--- src/rtl/rtp_pcmu_pkg.sv ---
// Shared types, constants and header byte selection for the PCMU RTP packetizer.
// No dependencies; every other file takes names from here by scope.
`default_nettype none

package rtp_pcmu_pkg;

   localparam int unsigned DEFAULT_SAMPLES_PER_PACKET = 160;
   localparam int unsigned HDR_BYTES                  = 12;
   localparam int unsigned HDR_IDX_W                  = $clog2(HDR_BYTES + 1);
   localparam int unsigned CSR_IDX_W                  = 2;
   localparam int unsigned CSR_DATA_W                 = 32;

   localparam logic [7:0] RTP_FIRST_BYTE  = 8'h80;  // version 2, no P/X/CC
   localparam logic [7:0] RTP_SECOND_BYTE = 8'h00;  // marker clear, payload type 0

   typedef enum logic [CSR_IDX_W-1:0] {
      CSR_SOURCE_ID = 2'd0,
      CSR_INIT_SEQ  = 2'd1,
      CSR_INIT_TS   = 2'd2
   } csr_idx_type;

   // One accepted sample together with the header fields of its packet.
   typedef struct packed {
      logic [7:0]  sample;
      logic        close;
      logic        needs_hdr;
      logic [15:0] seq;
      logic [31:0] ts;
      logic [31:0] ssrc;
   } item_type;

   function automatic logic [7:0] hdr_byte(input logic [HDR_IDX_W-1:0] idx,
                                           input logic [15:0] seq,
                                           input logic [31:0] ts,
                                           input logic [31:0] ssrc);
      logic [7:0] b;
      case (idx)
         4'd0:    b = RTP_FIRST_BYTE;
         4'd1:    b = RTP_SECOND_BYTE;
         4'd2:    b = seq[15:8];
         4'd3:    b = seq[7:0];
         4'd4:    b = ts[31:24];
         4'd5:    b = ts[23:16];
         4'd6:    b = ts[15:8];
         4'd7:    b = ts[7:0];
         4'd8:    b = ssrc[31:24];
         4'd9:    b = ssrc[23:16];
         4'd10:   b = ssrc[15:8];
         4'd11:   b = ssrc[7:0];
         default: b = 8'h00;
      endcase
      return b;
   endfunction

endpackage

`default_nettype wire

--- src/rtl/rtp_pcmu_if.sv ---
// Valid/ready channel interfaces: sample input, packet byte output, register writes.
// Depends on rtp_pcmu_pkg for the register port widths.
`default_nettype none

interface rtp_pcmu_req_if;
   logic       valid;
   logic       ready;
   logic [7:0] sample_byte;
   logic       buffer_end;

   modport source (output valid, sample_byte, buffer_end, input ready);
   modport sink   (input valid, sample_byte, buffer_end, output ready);
endinterface

interface rtp_pcmu_rsp_if;
   logic       valid;
   logic       ready;
   logic [7:0] packet_byte;
   logic       is_header;
   logic       packet_last;

   modport source (output valid, packet_byte, is_header, packet_last, input ready);
   modport sink   (input valid, packet_byte, is_header, packet_last, output ready);
endinterface

interface rtp_pcmu_csr_if;
   logic                                valid;
   logic                                ready;
   logic [rtp_pcmu_pkg::CSR_IDX_W-1:0]  index;
   logic [rtp_pcmu_pkg::CSR_DATA_W-1:0] data;

   modport source (output valid, index, data, input ready);
   modport sink   (input valid, index, data, output ready);
endinterface

`default_nettype wire

--- src/rtl/rtp_pcmu_packetizer_unit.sv ---
// Top level of the PCMU RTP packetizer: context block plus byte sequencer.
// Depends on rtp_pcmu_pkg, rtp_pcmu_if, rtp_pcmu_ctx and rtp_pcmu_emit.
//
// Usage:
//   req_bus carries one mu-law sample per beat with a buffer_end flag.
//   rsp_bus carries the packet one byte per beat; is_header marks the
//   12 header bytes, packet_last the final payload byte of a packet.
//   csr_bus writes SSRC (index 0), sequence (1) and timestamp (2); it is
//   always ready, and a sequence or timestamp write loads the running
//   value at once. Write registers only while the block is idle.
// Timing:
//   An accepted sample passes the item slot, then the output register, to
//   rsp_bus. Bytes go out one per cycle while rsp_bus is ready; a packet
//   start adds 12 header bytes and mid-packet samples sustain 1 per cycle.
//   req_bus stays ready while the item slot is free or finishing its last
//   byte, so a new sample enters while the output register still holds one.
// Reset:
//   Synchronous reset clears SSRC, sequence and timestamp to zero, closes
//   any open packet and drops held beats. A stall on rsp_bus holds the
//   output beat and, once the item slot is full, backpressures req_bus.
`default_nettype none

module rtp_pcmu_packetizer_unit #(
   parameter int unsigned SAMPLES_PER_PACKET = rtp_pcmu_pkg::DEFAULT_SAMPLES_PER_PACKET
) (
   input  wire logic        clock,
   input  wire logic        reset,
   rtp_pcmu_req_if.sink     req_bus,
   rtp_pcmu_rsp_if.source   rsp_bus,
   rtp_pcmu_csr_if.sink     csr_bus
);

   rtp_pcmu_pkg::item_type item;
   logic                   req_accept;
   logic                   csr_we;

   assign csr_bus.ready = 1'b1;
   assign csr_we        = csr_bus.valid && csr_bus.ready;
   assign req_accept    = req_bus.valid && req_bus.ready;

   rtp_pcmu_ctx #(
      .SAMPLES_PER_PACKET(SAMPLES_PER_PACKET)
   ) u_ctx (
      .clock       (clock),
      .reset       (reset),
      .accept      (req_accept),
      .sample_byte (req_bus.sample_byte),
      .buffer_end  (req_bus.buffer_end),
      .csr_we      (csr_we),
      .csr_index   (csr_bus.index),
      .csr_data    (csr_bus.data),
      .item        (item)
   );

   rtp_pcmu_emit u_emit (
      .clock    (clock),
      .reset    (reset),
      .in_valid (req_bus.valid),
      .in_ready (req_bus.ready),
      .item     (item),
      .rsp_bus  (rsp_bus)
   );

   a_hdr_never_last: assert property (@(posedge clock) disable iff (reset)
      rsp_bus.valid && rsp_bus.is_header |-> !rsp_bus.packet_last)
      else $error("header beat flagged as packet end");

   a_reset_drops_beat: assert property (@(posedge clock)
      !reset && $past(reset) |-> !rsp_bus.valid)
      else $error("output beat valid right after reset");

   a_stall_blocks_new: assert property (@(posedge clock) disable iff (reset)
      rsp_bus.valid && !rsp_bus.ready && $past(req_accept) && !$past(item.needs_hdr)
      |-> !req_bus.ready)
      else $error("slot accepted a sample while output stalled and slot full");

endmodule

`default_nettype wire

--- src/rtl/rtp_pcmu_ctx.sv ---
// Packet context: SSRC, sequence, sample clock and fill count; register writes.
// Builds the item record for each accepted sample. Depends on rtp_pcmu_pkg.
`default_nettype none

module rtp_pcmu_ctx #(
   parameter int unsigned SAMPLES_PER_PACKET = rtp_pcmu_pkg::DEFAULT_SAMPLES_PER_PACKET
) (
   input  wire logic                                clock,
   input  wire logic                                reset,
   input  wire logic                                accept,
   input  wire logic [7:0]                          sample_byte,
   input  wire logic                                buffer_end,
   input  wire logic                                csr_we,
   input  wire logic [rtp_pcmu_pkg::CSR_IDX_W-1:0]  csr_index,
   input  wire logic [rtp_pcmu_pkg::CSR_DATA_W-1:0] csr_data,
   output rtp_pcmu_pkg::item_type                   item
);

   localparam int unsigned FILL_W = $clog2(SAMPLES_PER_PACKET + 1);
   localparam logic [FILL_W:0] SPP = (FILL_W + 1)'(SAMPLES_PER_PACKET);

   logic [31:0]       ssrc_ff, ssrc_in;
   logic [15:0]       seq_ff, seq_in;
   logic [31:0]       clk_ff, clk_in;
   logic [FILL_W-1:0] fill_ff, fill_in;
   logic [FILL_W:0]   fill_inc;
   logic              close;

   assign fill_inc = {1'b0, fill_ff} + (FILL_W + 1)'(1);
   assign close    = buffer_end || (fill_inc >= SPP);

   always_comb begin
      item.sample    = sample_byte;
      item.close     = close;
      item.needs_hdr = (fill_ff == '0);
      item.seq       = seq_ff;
      item.ts        = clk_ff;
      item.ssrc      = ssrc_ff;
   end

   always_comb begin
      ssrc_in = ssrc_ff;
      seq_in  = seq_ff;
      clk_in  = clk_ff;
      fill_in = fill_ff;
      if (accept) begin
         clk_in  = clk_ff + 32'd1;
         fill_in = close ? '0 : fill_inc[FILL_W-1:0];
         if (close) begin
            seq_in = seq_ff + 16'd1;
         end
      end
      if (csr_we) begin
         unique case (csr_index)
            rtp_pcmu_pkg::CSR_SOURCE_ID: ssrc_in = csr_data;
            rtp_pcmu_pkg::CSR_INIT_SEQ:  seq_in  = csr_data[15:0];
            rtp_pcmu_pkg::CSR_INIT_TS:   clk_in  = csr_data;
            default: ;  // unknown index: drop
         endcase
      end
   end

   always_ff @(posedge clock) begin
      if (reset) begin
         ssrc_ff <= '0;
         seq_ff  <= '0;
         clk_ff  <= '0;
         fill_ff <= '0;
      end else begin
         ssrc_ff <= ssrc_in;
         seq_ff  <= seq_in;
         clk_ff  <= clk_in;
         fill_ff <= fill_in;
      end
   end

endmodule

`default_nettype wire

--- src/rtl/rtp_pcmu_emit.sv ---
// Byte sequencer: holds one item, walks its header bytes when due and then the sample
// into a registered output beat. Depends on rtp_pcmu_pkg and rtp_pcmu_if.
`default_nettype none

module rtp_pcmu_emit (
   input  wire logic                   clock,
   input  wire logic                   reset,
   input  wire logic                   in_valid,
   output logic                        in_ready,
   input  rtp_pcmu_pkg::item_type      item,
   rtp_pcmu_rsp_if.source              rsp_bus
);

   localparam int unsigned IDX_W = rtp_pcmu_pkg::HDR_IDX_W;
   localparam logic [IDX_W-1:0] LAST_IDX = IDX_W'(rtp_pcmu_pkg::HDR_BYTES);

   rtp_pcmu_pkg::item_type slot_ff, slot_in;
   logic                   slot_valid_ff, slot_valid_in;
   logic [IDX_W-1:0]       idx_ff, idx_in;
   logic                   out_valid_ff, out_valid_in;
   logic [7:0]             out_byte_ff, out_byte_in;
   logic                   out_hdr_ff, out_hdr_in;
   logic                   out_last_ff, out_last_in;

   logic out_load, last_beat, slot_done, take;

   assign last_beat = (idx_ff == LAST_IDX);
   assign out_load  = slot_valid_ff && (!out_valid_ff || rsp_bus.ready);
   assign slot_done = out_load && last_beat;
   assign in_ready  = !slot_valid_ff || slot_done;
   assign take      = in_valid && in_ready;

   always_comb begin
      slot_in       = slot_ff;
      slot_valid_in = slot_valid_ff;
      idx_in        = idx_ff;
      if (take) begin
         slot_in       = item;
         slot_valid_in = 1'b1;
         idx_in        = item.needs_hdr ? '0 : LAST_IDX;  // skip header mid-packet
      end else if (slot_done) begin
         slot_valid_in = 1'b0;
      end else if (out_load) begin
         idx_in = idx_ff + IDX_W'(1);
      end

      out_valid_in = out_valid_ff;
      out_byte_in  = out_byte_ff;
      out_hdr_in   = out_hdr_ff;
      out_last_in  = out_last_ff;
      if (out_load) begin
         out_valid_in = 1'b1;
         out_byte_in  = last_beat ? slot_ff.sample
                                  : rtp_pcmu_pkg::hdr_byte(idx_ff, slot_ff.seq,
                                                           slot_ff.ts, slot_ff.ssrc);
         out_hdr_in   = !last_beat;
         out_last_in  = last_beat && slot_ff.close;
      end else if (rsp_bus.ready) begin
         out_valid_in = 1'b0;
      end
   end

   always_ff @(posedge clock) begin
      if (reset) begin
         slot_valid_ff <= 1'b0;
         idx_ff        <= '0;
         out_valid_ff  <= 1'b0;
      end else begin
         slot_valid_ff <= slot_valid_in;
         idx_ff        <= idx_in;
         out_valid_ff  <= out_valid_in;
      end
   end

   always_ff @(posedge clock) begin
      slot_ff     <= slot_in;
      out_byte_ff <= out_byte_in;
      out_hdr_ff  <= out_hdr_in;
      out_last_ff <= out_last_in;
   end

   assign rsp_bus.valid       = out_valid_ff;
   assign rsp_bus.packet_byte = out_byte_ff;
   assign rsp_bus.is_header   = out_hdr_ff;
   assign rsp_bus.packet_last = out_last_ff;

endmodule

`default_nettype wire
--- src/flat_wrapper.sv ---
// flat-port wrapper written by rule: the top's interface ports become plain ports
module rtp_pcmu_packetizer_unit_flat 
#(
   parameter int unsigned SAMPLES_PER_PACKET = rtp_pcmu_pkg::DEFAULT_SAMPLES_PER_PACKET
)
  (clock, reset, req_bus_valid, req_bus_sample_byte, req_bus_buffer_end, req_bus_ready, rsp_bus_valid, rsp_bus_packet_byte, rsp_bus_is_header, rsp_bus_packet_last, rsp_bus_ready, csr_bus_valid, csr_bus_index, csr_bus_data, csr_bus_ready);
  rtp_pcmu_req_if req_bus_i ();
  rtp_pcmu_rsp_if rsp_bus_i ();
  rtp_pcmu_csr_if csr_bus_i ();
  input  wire logic clock;
  input  wire logic reset;
  input wire logic [$bits(req_bus_i.valid)-1:0] req_bus_valid;
  input wire logic [$bits(req_bus_i.sample_byte)-1:0] req_bus_sample_byte;
  input wire logic [$bits(req_bus_i.buffer_end)-1:0] req_bus_buffer_end;
  output wire logic [$bits(req_bus_i.ready)-1:0] req_bus_ready;
  output wire logic [$bits(rsp_bus_i.valid)-1:0] rsp_bus_valid;
  output wire logic [$bits(rsp_bus_i.packet_byte)-1:0] rsp_bus_packet_byte;
  output wire logic [$bits(rsp_bus_i.is_header)-1:0] rsp_bus_is_header;
  output wire logic [$bits(rsp_bus_i.packet_last)-1:0] rsp_bus_packet_last;
  input wire logic [$bits(rsp_bus_i.ready)-1:0] rsp_bus_ready;
  input wire logic [$bits(csr_bus_i.valid)-1:0] csr_bus_valid;
  input wire logic [$bits(csr_bus_i.index)-1:0] csr_bus_index;
  input wire logic [$bits(csr_bus_i.data)-1:0] csr_bus_data;
  output wire logic [$bits(csr_bus_i.ready)-1:0] csr_bus_ready;
  assign req_bus_i.valid = req_bus_valid;
  assign req_bus_i.sample_byte = req_bus_sample_byte;
  assign req_bus_i.buffer_end = req_bus_buffer_end;
  assign req_bus_ready = req_bus_i.ready;
  assign rsp_bus_valid = rsp_bus_i.valid;
  assign rsp_bus_packet_byte = rsp_bus_i.packet_byte;
  assign rsp_bus_is_header = rsp_bus_i.is_header;
  assign rsp_bus_packet_last = rsp_bus_i.packet_last;
  assign rsp_bus_i.ready = rsp_bus_ready;
  assign csr_bus_i.valid = csr_bus_valid;
  assign csr_bus_i.index = csr_bus_index;
  assign csr_bus_i.data = csr_bus_data;
  assign csr_bus_ready = csr_bus_i.ready;
  rtp_pcmu_packetizer_unit #(.SAMPLES_PER_PACKET(SAMPLES_PER_PACKET)) u_core (.clock(clock), .reset(reset), .req_bus(req_bus_i), .rsp_bus(rsp_bus_i), .csr_bus(csr_bus_i));
endmodule
--- config.mk ---
export PLATFORM = sky130hd
export DESIGN_NAME = rtp_pcmu_packetizer_unit_flat
export DESIGN_NICKNAME = d
export VERILOG_FILES = /design/src/rtl/rtp_pcmu_pkg.sv /design/src/rtl/rtp_pcmu_if.sv /design/src/rtl/rtp_pcmu_packetizer_unit.sv /design/src/rtl/rtp_pcmu_ctx.sv /design/src/rtl/rtp_pcmu_emit.sv /design/src/flat_wrapper.sv
export SDC_FILE = /design/constraint.sdc
export NUM_CORES = 1
export LEC_CHECK = 0
export BUFFER_PORTS_ARGS = -buffer_cell sky130_fd_sc_hd__buf_2
export CORE_MARGIN = 2
export CORE_UTILIZATION = 30
export CTS_BUF_LIST = sky130_fd_sc_hd__clkbuf_4 sky130_fd_sc_hd__clkbuf_8 sky130_fd_sc_hd__clkbuf_16
export CTS_CLUSTER_SIZE = 24
export DETAILED_ROUTE_END_ITERATION = 10
export GPL_TIMING_DRIVEN = 0
export HOLD_SLACK_MARGIN = 0.03
export PLACE_DENSITY = 0.46
export SYNTH_ARGS = -nofsm -noshare
export SYNTH_HDL_FRONTEND = slang
export SYNTH_HIERARCHICAL = 1
export SYNTH_SLANG_ARGS = --single-unit
export TNS_END_PERCENT = 50
--- constraint.sdc ---
create_clock -name clock -period 10.15 [get_ports clock]
set_input_delay 3.045 -clock clock [delete_from_list [all_inputs] [get_ports clock]]
set_output_delay 3.045 -clock clock [all_outputs]
set_load 0.01 [all_outputs]
### Yosys cells after proc, flatten, opt, wreduce, memory -nomap -nowiden

Cells that the tools add are included.

| storage, ports and cells | value |
|---|---|
| register bits after elaboration | 193 |
| word-level logic and storage cells | 70 |

| operators by class | value |
|---|---|
| multiplexer cells | 18 |
| $add $sub $neg | 4 |
| equal/unequal tests | 14 |
| reduce and logical (&&, ||, !) cells | 18 |
| $lt $le $gt $ge | 1 |

Operators by type and width:

| cell | count |
|---|---|
| two-way mux 32 bit | 3 |
| case mux 8 bit (11 select lines) | 1 |
| two-way mux 16 bit | 4 |
| adder 32 x 1 -> 32 bit (second input constant) | 1 |
| equality test 4 bit (second input constant) | 5 |
| adder 16 x 1 -> 16 bit (second input constant) | 1 |
| equality test 4 x 3 -> 1 bit (second input constant) | 4 |
| two-way mux 4 bit | 4 |
| two-way mux 8 bit | 2 |
| adder 8 x 1 -> 9 bit (second input constant) | 1 |
| >= comparator 9 x 8 -> 1 bit (second input constant) | 1 |
| equality test 4 x 2 -> 1 bit (second input constant) | 2 |
| zero test 8 bit | 1 |
| nonzero test 2 bit | 3 |
| adder 4 x 1 -> 4 bit (second input constant) | 1 |
| logical AND 1 bit | 4 |
| zero test 4 bit | 1 |
| two-way mux 1 bit | 4 |
| AND reduction 2 bit | 2 |
| zero test 1 bit | 3 |
| logical OR 1 bit | 3 |
| equality test 2 x 1 -> 1 bit (second input constant) | 1 |
| equality test 2 bit (second input constant) | 1 |
| zero test 2 bit | 1 |
| inequality test 2 x 1 -> 1 bit (second input constant) | 1 |

### Logic depth before layout (Yosys ltp)

| logic depth | value |
|---|---|
| depth in word-level cells | 9 |
| gate-level depth with buffers | 12 |
| gate-level depth less buffers | 11 |

### Modules after synthesis

Netlist, hierarchy kept.

Modules (own cells, without submodules):

| module | instances | cells an instance | area an instance (um^2) |
|---|---|---|---|
| rtp_pcmu_ctx | 1 | 559 | 4494.3 |
| rtp_pcmu_emit | 1 | 241 | 4022.6 |
| rtp_pcmu_packetizer_unit | 1 | 3 | 17.5 |

### Worst setup path before layout

Ideal clock, no wire load.

| timing | value |
|---|---|
| path kind | input to output |
| start point | input port rsp_bus_ready |
| end point | output port req_bus_ready |
| arrival time | 3.513 ns |
| path buffers | 0 |
| stages | 2 |
| required time | 7.105 ns |
| slack | 3.592 ns |
| path through | nor2b_1 -> o21ai_0 |

| between the ends | value |
|---|---|
| word-level cells in the longest chain between the ends | 4 |

RTL lines:

| element | line | source |
|---|---|---|
| start: declaration | flat_wrapper.sv:20 | `input wire logic [$bits(rsp_bus_i.ready)-1:0] rsp_bus_ready;` |
| logical OR 1 bit | rtp_pcmu_emit.sv:28 | `assign out_load = slot_valid_ff && (!out_valid_ff \|\| rsp_bus.ready);` |
| logical AND 1 bit | rtp_pcmu_emit.sv:28 |  |
| logical AND 1 bit | rtp_pcmu_emit.sv:29 | `assign slot_done = out_load && last_beat;` |
| logical OR 1 bit | rtp_pcmu_emit.sv:30 | `assign in_ready = !slot_valid_ff \|\| slot_done;` |
| end: declaration | flat_wrapper.sv:15 | `output wire logic [$bits(req_bus_i.ready)-1:0] req_bus_ready;` |

No other way between the ends.

### Final worst setup path

Same ends and word-level chain as after synthesis.

==> results.yml <==
critical_path:
  setup.worst_path.end_class: "output pin"
  cp_top_family: "buffers and inverters"
  r2r-end: "u_core/u_ctx/seq_ff[12]"
  critPathBufInv: 2
  r2r_cells: 12
  slowest_stage: "nor2b_1"
  cp_max_fo: 3
  rr_startpoint: "u_core/u_emit/idx_ff[0]"
  critPathMaxStageDelay_ns: 0.26
  crit_type: "primary input to output pin"
  worstPathRequired_ns: 7.11
  cp_common_cell: "buf_2"
  worstPathArrival_ns: 3.82
  crit_chain: "buf_2 > nor2b_1 > o21ai_0 > buf_2"
  reg2reg_slack_ns: 6.48
  setup.worst_path.start_class: "primary input"
sta:
  period_share_pct: 67.6
  worst_pin_slew_ns: 1.03
  rsz0062_at_grt: "false"
  max_slew_margin_pct: 30.7
  finalHoldViolCount: 0
  drv_slew: 0
  fmax_ghz: 0.146
  report.final.setup_viol: 0
  fin_skew_ns: 0.0103
  fin_tns_setup_ns: 0
  fin_crit_ns: 6.86
logic_synthesis:
  synth.mux.area_fraction_pct: 0.616
  ys_seq_elements: 193
  synth_top_family_by_area: "simple AND/OR/NAND/NOR gates"
  yosysSeqAreaShare_pct: 56.9
  synthCells: 803
  synth_compound_area_share_pct: 15.5
  synth-simple-area-share_pct: 17.9
  synth.avg_cell_area_sq_um: 10.6
  synth-edff-count: 99
  synth_nets: 859
  synthAdderAreaFrac_pct: 1.17
  syn_area_sq_mm: 0.00853
  synthArstFlopShare_pct: 0
  synthDistinctLibCells: 76
  yosys_warnings: 6
  synth_ff_type: "edfxtp_1"
  synth_xor_area_share_pct: 3.08
final_layout:
  drive_above_1_share_pct: 14.5
  diodes: 0
  final_common_cell: "nand2_1"
  nFillCells: 2877
  fin_util_pct: 35.6
  areaGrowthSynthToFinish_pct: 16.5
  layout_common_cells: "nand2_1, edfxtp_1, dfxtp_1"
  final_net_count: 934
power_and_ir_drop:
  ir_worst_vdd_mv: 0.111
  power_density_mw_per_mm2: 174
  p_leak_nw: 3.36
flow_run:
  maxCapViolations: 0
grt:
  grt_overflow: 0
  grt_pass1_wl_microns: 40300
  grt_max_degree: 20
  track_usage_pct: 17.9
  antenna_found_initial: 0
  first_global_vias: 6212
place:
  io_buffer_count: 51
  place_congestion: 0.843
  hpwlAfterDp_microns: 19600
clocking:
  cts_hold_buf: 0
  clkSinkCount: 193
  clk_pin_slew_ns: 0.07
  cts_tree: "yes"
  cts_buffers: 17
  clock_latency_ns: 0.43
  clockRootBuffer: "clkbuf_16"
  htree_levels: 4
  cts_resized: 0
  clockBufferDepth: 2
  cts_setup_buffers: 0
die:
  fp.dieW_microns: 173
  core_region_area_sq_mm: 0.0279
  die_y_microns: 173
  ioPinCount: 61
  num_rows: 61
  start_util_pct: 30.6
  dieArea_sq_mm: 0.0298
detailed_routing:
  drt_iter0_drc: 679
  final_antenna_net_count: 0
  num_vias: 6599
  viasPerCell: 5.20
  first_pass_iters: 5
  drc: 0
  drt-wirelength-per-cell_microns: 20.9
  postRouteWirelength_microns: 26500
outcome:
  status: "finished, final reports clean"
hold_path:
  hold_path_class: "register to register"
  min_path_cells: 0
  min_from: "u_core/u_ctx/ssrc_ff[19]"
  min_to: "u_core/u_emit/slot_ff[19]"
[cell families after synthesis]
kind of cell             after synthesis
AND/OR/NAND/NOR                      304
flip-flops                           193
AO/OA/AOI/OAI                        184
buffers and inverters                 78
XOR/XNOR                              30
adder cells (fa/ha/maj)                8
multiplexers                           5
other                                  1
[layer usage]
metal  GRT usage, %  vias up  wire (microns)
li1               -     3159               -
met1           27.0     3215           13100
met2           26.4      196           11400
met3           2.88       29            1320
met4           5.08        0             552
met5              0        -               0
[cell type report]
class                           instances  area [sq um]  area share (%)
Multi-Input combinational cell        532          3270            32.9
Clock inverter                         15           156            1.57
Timing Repair Buffer                   56           355            3.57
Clock buffer                           17           425            4.28
Buffer                                 64           354            3.56
Inverter                               14          52.6           0.528
Sequential cell                       193          4850            48.8
Tap cell                              378           473            4.76
[synthesized netlist by cell type (all sizes together) (5+ instances only)]
master | number | area share, %
nand2b | 5 | 0.37
nor4 | 13 | 0.95
o21ai | 11 | 0.65
nand2 | 105 | 4.6
nor2 | 63 | 2.8
nor2b | 6 | 0.44
ha | 8 | 1.2
dfxtp | 94 | 22
a22oi | 14 | 1.2
nand4 | 17 | 1.2
xor2 | 13 | 1.3
o31ai | 10 | 1.0
xnor2 | 17 | 1.7
clkbuf | 31 | 1.4
and4 | 5 | 0.53
or3 | 5 | 0.37
a22o | 10 | 1.0
and2 | 6 | 0.44
or4b | 5 | 0.59
o41ai | 6 | 0.62
buf | 31 | 2.5
nor3 | 12 | 0.76
edfxtp | 99 | 35
nand3 | 22 | 1.3
a21oi | 52 | 3.0
a311oi | 14 | 1.4
inv | 14 | 0.62
or4 | 12 | 1.1
a211oi | 30 | 2.7
a222oi | 8 | 0.94
and3 | 11 | 0.88
[how the worst max path moves through the flow]
stage                             start                      end  slack, ns  cells after the start
final                     rsp_bus_ready            req_bus_ready       3.29                      4
after global routing      rsp_bus_ready            req_bus_ready       3.21                      4
after CTS                 rsp_bus_ready            req_bus_ready       3.29                      4
after detailed placement  rsp_bus_ready            req_bus_ready       3.30                      4
after global placement    req_bus_valid  u_core/u_emit/idx_ff[3]       2.60                      5
after floorplan           rsp_bus_ready            req_bus_ready       3.59                      2
[power breakdown]
group | leakage, nW | switching (mW) | internal (mW)
clock network | 0.289 | 0.313 | 0.367
registers | 1.74 | 0.0300 | 0.866
logic | 1.33 | 0.0971 | 0.0554
total | 3.36 | 0.440 | 1.29
[state kept, by name (all words and copies together) (netlist names), 4 cells and up]
| name | flops |
|---|---|
| u_core/u_emit/rsp_bus.packet_byte | 8 |
| u_core/u_ctx/ssrc_ff | 32 |
| u_core/u_ctx/seq_ff | 16 |
| u_core/u_emit/slot_ff | 89 |
| u_core/u_ctx/fill_ff | 8 |
| u_core/u_emit/idx_ff | 4 |
| u_core/u_ctx/clk_ff | 32 |
[through the flow]
stage | instances | worst slack, ns | hold WS, ns | instance area (sq um) | power, mW
2_1_floorplan | 803 | 3.59 | 0.408 | 8530 | 0.990
5_1_grt | 1269 | 3.21 | 0.435 | 9940 | 1.79
4_1_cts | 1269 | 3.29 | 0.433 | 9940 | 1.74
6_report | 1269 | 3.29 | 0.432 | 9940 | 1.73
3_5_place_dp | 1237 | 3.30 | 0.415 | 9360 | 1.07
3_3_place_gp | 1232 | 2.60 | 0.414 | 9260 | 1.06
No activity file was read; power rests on OpenSTA's default activity.
